--- config.mk ---
export PLATFORM = sky130hd
export DESIGN_NAME = utf8_decoder
export DESIGN_NICKNAME = d
export VERILOG_FILES = /design/src/hw/rtl/utf8d_pkg.sv /design/src/hw/rtl/utf8d_in_stage.sv /design/src/hw/rtl/utf8d_core.sv /design/src/hw/rtl/utf8_decoder.sv
export VERILOG_INCLUDE_DIRS = /design/src /design/src/hw/rtl
export SDC_FILE = /design/constraint.sdc
export NUM_CORES = 1
export LEC_CHECK = 0
export BUFFER_PORTS_ARGS = -buffer_cell sky130_fd_sc_hd__buf_2
export CAP_MARGIN = 25
export CORE_AREA = 2 2 89 91
export CTS_CLUSTER_DIAMETER = 120
export DETAILED_ROUTE_END_ITERATION = 8
export DIE_AREA = 0 0 91 93
export PLACE_DENSITY = 0.75
export SKIP_LAST_GASP = 1
export SYNTH_ARGS = -nofsm -noshare
export SYNTH_HDL_FRONTEND = slang
export SYNTH_HIERARCHICAL = 1
export SYNTH_SLANG_ARGS = --single-unit
export TNS_END_PERCENT = 1
--- constraint.sdc ---
create_clock -name i_clk -period 10.77 [get_ports i_clk]
set_input_delay 2.154 -clock i_clk [delete_from_list [all_inputs] [get_ports i_clk]]
set_output_delay 2.154 -clock i_clk [all_outputs]
set_load 0.005 [all_outputs]
--- src/hw/rtl/utf8_decoder_macros.svh ---
// ----------------------------------------------------------------------------
// UTF-8 decoder assertion macros
// Shared concurrent assertion forms for the decoder RTL.
// ----------------------------------------------------------------------------
`ifndef UTF8_DECODER_MACROS_SVH
`define UTF8_DECODER_MACROS_SVH

// check prop at every clock edge outside of reset
`define UTF8D_ASSERT_RST(label, clk, rst_n, prop, msg) \
    label: assert property (@(posedge clk) disable iff (!rst_n) prop) else $error(msg);

// check prop at every clock edge, reset included
`define UTF8D_ASSERT_ALWAYS(label, clk, prop, msg) \
    label: assert property (@(posedge clk) prop) else $error(msg);

`endif

--- src/hw/rtl/utf8d_pkg.sv ---
// ----------------------------------------------------------------------------
// UTF-8 decoder package
// Widths, constants and transaction types shared by the decoder modules.
// ----------------------------------------------------------------------------
package utf8d_pkg;

    localparam int BYTE_W = 8;
    localparam int CP_W   = 21;
    localparam int CNT_W  = 16;
    localparam int REM_W  = 2;

    localparam logic [CNT_W-1:0] C_MAX_CP_RESET = 16'd1024;
    localparam logic [CNT_W-1:0] C_CNT_SAT      = 16'hFFFF;

    localparam logic [BYTE_W-1:0] C_LEAD2_MIN = 8'h80;
    localparam logic [BYTE_W-1:0] C_LEAD3_MIN = 8'hE0;
    localparam logic [BYTE_W-1:0] C_LEAD4_MIN = 8'hF0;
    localparam logic [BYTE_W-1:0] C_BAD_MIN   = 8'hF8;

    localparam logic [REM_W-1:0] C_REM_NONE  = 2'd0;
    localparam logic [REM_W-1:0] C_REM_ONE   = 2'd1;
    localparam logic [REM_W-1:0] C_REM_TWO   = 2'd2;
    localparam logic [REM_W-1:0] C_REM_THREE = 2'd3;

    typedef struct packed {
        logic [BYTE_W-1:0] data_byte;
        logic              last_byte;
    } t_byte_item;

    typedef struct packed {
        logic [CP_W-1:0] code_point;
        logic            end_of_string;
        logic            over_limit;
    } t_result;

endpackage

--- src/hw/rtl/utf8d_in_stage.sv ---
// ----------------------------------------------------------------------------
// UTF-8 decoder input stage
// Registers one byte transaction and holds it until the core consumes it.
// ----------------------------------------------------------------------------
module utf8d_in_stage (
    input  logic                  i_clk,
    input  logic                  i_rst_n,
    input  logic                  i_valid,
    output logic                  o_stall,
    input  utf8d_pkg::t_byte_item i_item,
    input  logic                  i_advance,
    output logic                  o_valid,
    output utf8d_pkg::t_byte_item o_item
);

    logic                  r_valid;
    utf8d_pkg::t_byte_item r_item;
    logic                  accept;

    assign o_stall = r_valid && !i_advance;
    assign accept  = i_valid && !o_stall;
    assign o_valid = r_valid;
    assign o_item  = r_item;

    always_ff @(posedge i_clk) begin
        if (!i_rst_n) begin
            r_valid <= 1'b0;
        end else if (accept) begin
            r_valid <= 1'b1;
        end else if (i_advance) begin
            r_valid <= 1'b0;
        end
    end

    always_ff @(posedge i_clk) begin
        if (accept) begin
            r_item <= i_item;
        end
    end

endmodule

--- src/hw/rtl/utf8d_core.sv ---
// ----------------------------------------------------------------------------
// UTF-8 decoder core
// Decodes one byte per step against the sequence state and the limit register.
// ----------------------------------------------------------------------------
`include "utf8_decoder_macros.svh"

module utf8d_core #(
    parameter logic [15:0] MAX_CP_RESET = 16'd1024
) (
    input  logic                         i_clk,
    input  logic                         i_rst_n,
    input  logic                         i_cfg_wr_en,
    input  logic [utf8d_pkg::CNT_W-1:0]  i_cfg_wr_data,
    input  logic                         i_step,
    input  utf8d_pkg::t_byte_item        i_item,
    output logic                         o_emit,
    output utf8d_pkg::t_result           o_result
);

    logic [utf8d_pkg::CNT_W-1:0] r_max_code_points;
    logic [utf8d_pkg::CP_W-1:0]  r_accumulator;
    logic [utf8d_pkg::REM_W-1:0] r_bytes_remaining;
    logic [utf8d_pkg::CNT_W-1:0] r_points_emitted;
    logic                        r_dropping;

    logic [utf8d_pkg::CP_W-1:0]  n_accumulator;
    logic [utf8d_pkg::REM_W-1:0] n_bytes_remaining;
    logic [utf8d_pkg::CNT_W-1:0] n_points_emitted;
    logic                        n_dropping;

    logic [utf8d_pkg::CP_W-1:0]  acc_upd;
    logic [utf8d_pkg::REM_W-1:0] rem_upd;
    logic [utf8d_pkg::CP_W-1:0]  padded;
    logic                        over;
    logic                        complete;
    logic                        last;

    assign last     = i_item.last_byte;
    assign over     = (r_bytes_remaining == utf8d_pkg::C_REM_NONE)
                      && (r_points_emitted >= r_max_code_points);
    assign complete = (rem_upd == utf8d_pkg::C_REM_NONE) || last;

    always_comb begin
        acc_upd = '0;
        rem_upd = utf8d_pkg::C_REM_NONE;
        if (r_bytes_remaining != utf8d_pkg::C_REM_NONE) begin
            acc_upd = {r_accumulator[utf8d_pkg::CP_W-7:0], i_item.data_byte[5:0]};
            rem_upd = r_bytes_remaining - utf8d_pkg::C_REM_ONE;
        end else begin
            case (i_item.data_byte) inside
                [8'h00:utf8d_pkg::C_LEAD2_MIN - 8'd1]: begin
                    acc_upd = {13'd0, i_item.data_byte};
                end
                [utf8d_pkg::C_LEAD2_MIN:utf8d_pkg::C_LEAD3_MIN - 8'd1]: begin
                    acc_upd = {16'd0, i_item.data_byte[4:0]};
                    rem_upd = utf8d_pkg::C_REM_ONE;
                end
                [utf8d_pkg::C_LEAD3_MIN:utf8d_pkg::C_LEAD4_MIN - 8'd1]: begin
                    acc_upd = {17'd0, i_item.data_byte[3:0]};
                    rem_upd = utf8d_pkg::C_REM_TWO;
                end
                [utf8d_pkg::C_LEAD4_MIN:utf8d_pkg::C_BAD_MIN - 8'd1]: begin
                    acc_upd = {18'd0, i_item.data_byte[2:0]};
                    rem_upd = utf8d_pkg::C_REM_THREE;
                end
                default: begin
                    acc_upd = '0;
                end
            endcase
        end
    end

    always_comb begin
        case (rem_upd)
            utf8d_pkg::C_REM_NONE:  padded = acc_upd;
            utf8d_pkg::C_REM_ONE:   padded = {acc_upd[utf8d_pkg::CP_W-7:0], 6'd0};
            utf8d_pkg::C_REM_TWO:   padded = {acc_upd[utf8d_pkg::CP_W-13:0], 12'd0};
            default:                padded = {acc_upd[utf8d_pkg::CP_W-19:0], 18'd0};
        endcase
    end

    always_comb begin
        o_emit = !r_dropping && (over || complete);
        o_result.code_point    = over ? '0 : padded;
        o_result.end_of_string = over || last;
        o_result.over_limit    = over;
    end

    always_comb begin
        n_accumulator     = r_accumulator;
        n_bytes_remaining = r_bytes_remaining;
        n_points_emitted  = r_points_emitted;
        n_dropping        = r_dropping;
        if (r_dropping || over || complete) begin
            if (last) begin
                n_accumulator     = '0;
                n_bytes_remaining = utf8d_pkg::C_REM_NONE;
                n_points_emitted  = '0;
                n_dropping        = 1'b0;
            end else if (!r_dropping && over) begin
                n_dropping = 1'b1;
            end else if (!r_dropping) begin
                n_accumulator     = '0;
                n_bytes_remaining = utf8d_pkg::C_REM_NONE;
                if (r_points_emitted != utf8d_pkg::C_CNT_SAT) begin
                    n_points_emitted = r_points_emitted + 16'd1;
                end
            end
        end else begin
            n_accumulator     = acc_upd;
            n_bytes_remaining = rem_upd;
        end
    end

    always_ff @(posedge i_clk) begin
        if (!i_rst_n) begin
            r_max_code_points <= MAX_CP_RESET;
            r_accumulator     <= '0;
            r_bytes_remaining <= utf8d_pkg::C_REM_NONE;
            r_points_emitted  <= '0;
            r_dropping        <= 1'b0;
        end else begin
            if (i_cfg_wr_en) begin
                r_max_code_points <= i_cfg_wr_data;
            end
            if (i_step) begin
                r_accumulator     <= n_accumulator;
                r_bytes_remaining <= n_bytes_remaining;
                r_points_emitted  <= n_points_emitted;
                r_dropping        <= n_dropping;
            end
        end
    end

    `UTF8D_ASSERT_ALWAYS(a_drop_no_seq, i_clk, r_dropping |-> r_bytes_remaining == utf8d_pkg::C_REM_NONE, "dropping with open sequence")
    `UTF8D_ASSERT_RST(a_over_is_eos, i_clk, i_rst_n, (o_emit && o_result.over_limit) |-> (o_result.end_of_string && o_result.code_point == '0), "over-limit result malformed")
    `UTF8D_ASSERT_RST(a_last_clears, i_clk, i_rst_n, (i_step && last) |=> (r_points_emitted == '0 && r_bytes_remaining == utf8d_pkg::C_REM_NONE && !r_dropping), "state not cleared at end of string")
    `UTF8D_ASSERT_RST(a_drop_silent, i_clk, i_rst_n, r_dropping |-> !o_emit, "result while dropping")

endmodule

--- src/hw/rtl/utf8_decoder.sv ---
// ----------------------------------------------------------------------------
// UTF-8 decoder top level
// Byte stream in, code points out, with a per-string code point limit.
// ----------------------------------------------------------------------------
// Input channel: i_in_valid / o_in_stall carry one byte (i_data_byte) and its
// end marker (i_last_byte). Output channel: o_out_valid / i_out_stall carry
// one code point with end_of_string and over_limit flags.
// A transaction moves on an edge with valid high and stall low.
// Path: a byte that completes a result is registered in the input stage,
// decoded combinationally in the core, and the result is registered in the
// output register.
// Throughput: one byte per cycle while the output is not stalled; the
// decode step between the two registers is combinational. Bytes that leave
// a sequence open and dropped bytes yield no result.
// Limit: i_cfg_wr_en writes i_cfg_wr_data to the code point limit; write it
// only while no transaction is in flight.
// Reset: sequence state, counts and both stages clear; the limit returns to
// MAX_CP_RESET. No clearing pass.
// Stall: a stalled result holds; an empty input stage still takes one more
// byte, then o_in_stall rises until the result is taken.
// ----------------------------------------------------------------------------
module utf8_decoder #(
    parameter logic [15:0] MAX_CP_RESET = 16'd1024
) (
    input  logic        i_clk,
    input  logic        i_rst_n,
    input  logic        i_cfg_wr_en,
    input  logic [15:0] i_cfg_wr_data,
    input  logic        i_in_valid,
    output logic        o_in_stall,
    input  logic [7:0]  i_data_byte,
    input  logic        i_last_byte,
    output logic        o_out_valid,
    input  logic        i_out_stall,
    output logic [20:0] o_code_point,
    output logic        o_end_of_string,
    output logic        o_over_limit
);

    utf8d_pkg::t_byte_item in_item;
    utf8d_pkg::t_byte_item stage_item;
    utf8d_pkg::t_result    core_result;
    utf8d_pkg::t_result    r_out;
    logic                  r_out_valid;
    logic                  stage_valid;
    logic                  advance;
    logic                  step;
    logic                  core_emit;

    assign in_item.data_byte = i_data_byte;
    assign in_item.last_byte = i_last_byte;

    assign advance = !r_out_valid || !i_out_stall;
    assign step    = stage_valid && advance;

    utf8d_in_stage u_in_stage (
        .i_clk     (i_clk),
        .i_rst_n   (i_rst_n),
        .i_valid   (i_in_valid),
        .o_stall   (o_in_stall),
        .i_item    (in_item),
        .i_advance (advance),
        .o_valid   (stage_valid),
        .o_item    (stage_item)
    );

    utf8d_core #(
        .MAX_CP_RESET (MAX_CP_RESET)
    ) u_core (
        .i_clk         (i_clk),
        .i_rst_n       (i_rst_n),
        .i_cfg_wr_en   (i_cfg_wr_en),
        .i_cfg_wr_data (i_cfg_wr_data),
        .i_step        (step),
        .i_item        (stage_item),
        .o_emit        (core_emit),
        .o_result      (core_result)
    );

    always_ff @(posedge i_clk) begin
        if (!i_rst_n) begin
            r_out_valid <= 1'b0;
        end else if (advance) begin
            r_out_valid <= step && core_emit;
        end
    end

    always_ff @(posedge i_clk) begin
        if (step && core_emit) begin
            r_out <= core_result;
        end
    end

    assign o_out_valid     = r_out_valid;
    assign o_code_point    = r_out.code_point;
    assign o_end_of_string = r_out.end_of_string;
    assign o_over_limit    = r_out.over_limit;

endmodule

==> impl_metrics.yaml <==
outcome:
  status: "completed"
floorplanning:
  initial_core_util_pct: 53.5
  ios: 55
  die_h_um: 93
  die_width_um: 91
  core_mm2: 0.00753
  rows: 32
  dieArea_mm2: 0.00846
synthesis:
  synthArstFlopShare_pct: 0
  ys.flop_type: "dfxtp_1"
  synth.top_cell.area_share_pct: 25.8
  yosys.cell_types.count: 57
  synth_most_common_cell: "dfxtp_1"
  yosysTopAreaCell: "dfxtp_1"
  syn_inst: 416
  synth_area_leaders: "dfxtp_1 26%, edfxtp_1 24%, ha_1 5.3%"
  syn_avg_cell_area_um2: 9.69
  yosys_warnings: 6
  synth_commonest_cells: "52 x dfxtp_1, 48 x nor2_1, 45 x nand2_1, 32 x edfxtp_1, 28 x inv_1"
  synth-edff-count: 32
  seq_area_frac_synth_pct: 49.7
  syn-cell-area_mm2: 0.00403
  synth_nets: 463
  synth-seq-cells: 84
global_routing:
  grt_use_total_pct: 22.4
  antenna_found_initial: 0
  overflow: 0
  grt_max_degree: 24
  grt_pass1_vias: 3043
  grt_pass1_wl_mm: 14.8
sta:
  fin_setup_tns_ns: 0
  period_needed_ns: 4.74
  hold_slack_ns: 0.500
  relSlewSlack_pct: 34.4
  hold_violations: 0
  worst_slack_ns: 6.03
  rsz0062_at_grt: "false"
  worstMarginPinSlew_ns: 0.984
  fmax_mhz: 211
  drv_slew: 0
  setup_viol_count_final: 0
  skew_ns: 0.0102
  min_period_over_period_pct: 44.0
power_and_ir_drop:
  power_density_mw_per_mm2: 138
  ir_drop_mv: 0.102
  p_leak_nw: 1.83
clock_tree:
  root_buffer: "clkbuf_8"
  h-tree-depth: 3
  cts_inserted_buffers: 9
  holdBufCountCts: 0
  cts_sinks: 84
  clk_path_buf_depth: 2
  postCtsSetupBuffers: 0
  cts_resized: 0
  cts_tree: "built"
  clkSlewWorstSetupHoldPaths_ns: 0.08
  clock_latency_ns: 0.37
critical_path:
  path_class: "in2out"
  cp_cell_sequence: "buf_2, nand2_2, nor2b_4, buf_2"
  timing.rr.start: "u_core/r_points_emitted[0]"
  crit_path_max_fanout: 3
  setup.worst_path.end_class: "output port"
  cpMostUsedCell: "buf_2"
  cp_num_buf_inv: 2
  arrival_ns: 2.58
  required_ns: 8.62
  crit_slowest_cell: "nor2b_4"
  cpLargestDelayFamily: "buffers and inverters"
  slowest_delay_ns: 0.13
  crit_path_start_kind: "input port"
  timing.critical_path.from: "i_out_stall"
flow_run:
  drv_cap: 0
drt:
  drtIter0Drc: 263
  num_vias: 3322
  firstDrtPassIters: 8
  wire_per_inst_um: 15.6
  drc: 0
  viasPerCell: 5.81
  wirelength_mm: 8.93
  final_antenna_net_count: 0
final_layout:
  fin_cells: 572
  drive_gt1_share_pct: 17.7
  nets: 512
  fin_util_pct: 60.8
  num_antenna_cells: 0
  syn2layout_area_growth_pct: 13.6
hold_path:
  holdCritStartpoint: "u_core/r_max_code_points[11]"
  hold_path_class: "reg2reg"
placement:
  gp_congestion: 0.922
  placedCellCount: 556
  dp_hpwl_mm: 6.29
  post-place-ws_ns: 6.03
  portBuffers: 54
## cells in the final DEF (no fill, tap or decap), types with 4 or more instances in the layout
cell type and instances:
o21ai_0 17, nand4_1 6, and3_1 6, or3_1 5, a31oi_1 7, mux2i_1 16, o22ai_1 4, dfxtp_1 52
clkbuf_8 10, edfxtp_1 32, or4_1 7, a311oi_1 6, o2bb2ai_1 5, nor2_1 48, nand3_1 12, a32o_1 4
ha_1 17, nand2_1 45, inv_1 28, a21oi_1 24, o211ai_1 6, buf_2 54
## path summary, 6_finish.rpt
path / end / slack, ns / cells past startpoint
setup / recovery: o_in_stall / 6.03 / 4
hold reg to reg: u_core/r_max_code_points[11] / 0.50 / 2
setup reg to reg: o_code_point[16] / 7.21 / 12
hold / removal: u_core/r_max_code_points[11] / 0.50 / 2
## per-layer routing
| layer | GRT usage, % | wire [um] |
|---|---|---|
| met3 | 4.35 | 567 |
| met2 | 34.3 | 4070 |
| met4 | 8.21 | 149 |
| met1 | 31.6 | 4140 |
| met5 | 0 | 0 |
## worst reg2reg max path, cell delays in order, from the launching register on
cell and delay [ns]:
dfxtp_1 0.48, inv_1 0.10, ha_1 0.28, nand2b_4 0.12, a2111oi_4 0.07, o311ai_2 0.44, a21oi_1 0.24, nor2_1 0.64
nor2_1 0.14, a21oi_1 0.19, nand2_1 0.10, a21oi_2 0.12, buf_4 0.30
## through the flow
stage               cell area (um^2)  total power, mW
floorplan                       4030            0.388
global placement                4370            0.405
detailed placement              4370            0.408
CTS                             4580            0.638
global route                    4580            0.659
finish                          4580            0.633
## report_power, final
group	total, mW	switching (mW)	internal [mW]
Clock	0.233	0.118	0.115
Combinational	0.0532	0.0324	0.0208
Sequential	0.348	0.00698	0.341
Total	0.633	0.157	0.476
## cell families after synthesis
group | count (synthesis) | share of synthesized area, %
compound gates | 102 | 18.4
mux | 16 | 3.97
simple gates | 147 | 17.3
xor+xnor | 4 | 0.869
buf+inv | 46 | 4.47
fa+ha+maj | 17 | 5.28
flops | 84 | 49.7
## flip-flops by register name, indices dropped and copies added, names as in the netlist
signal / cells
u_core/r_points_emitted: 16
u_core/r_bytes_remaining: 2
u_core/r_accumulator: 15
o_out_valid: 1
o_code_point: 21
u_in_stage/o_valid: 1
o_over_limit: 1
u_core/r_max_code_points: 16
u_in_stage/o_item: 9
u_core/r_dropping: 1
o_end_of_string: 1
## area by class of cell
class | count | area (um^2)
fillers | 675 | 2950
flip-flops and latches | 84 | 2000
multi-input cells | 286 | 1850
repair buffers | 55 | 278
clock buffers | 10 | 138
well taps | 102 | 128
inverters | 29 | 109
clock inverters | 6 | 71.3
Note: power is estimated with default switching activity, not from simulation.
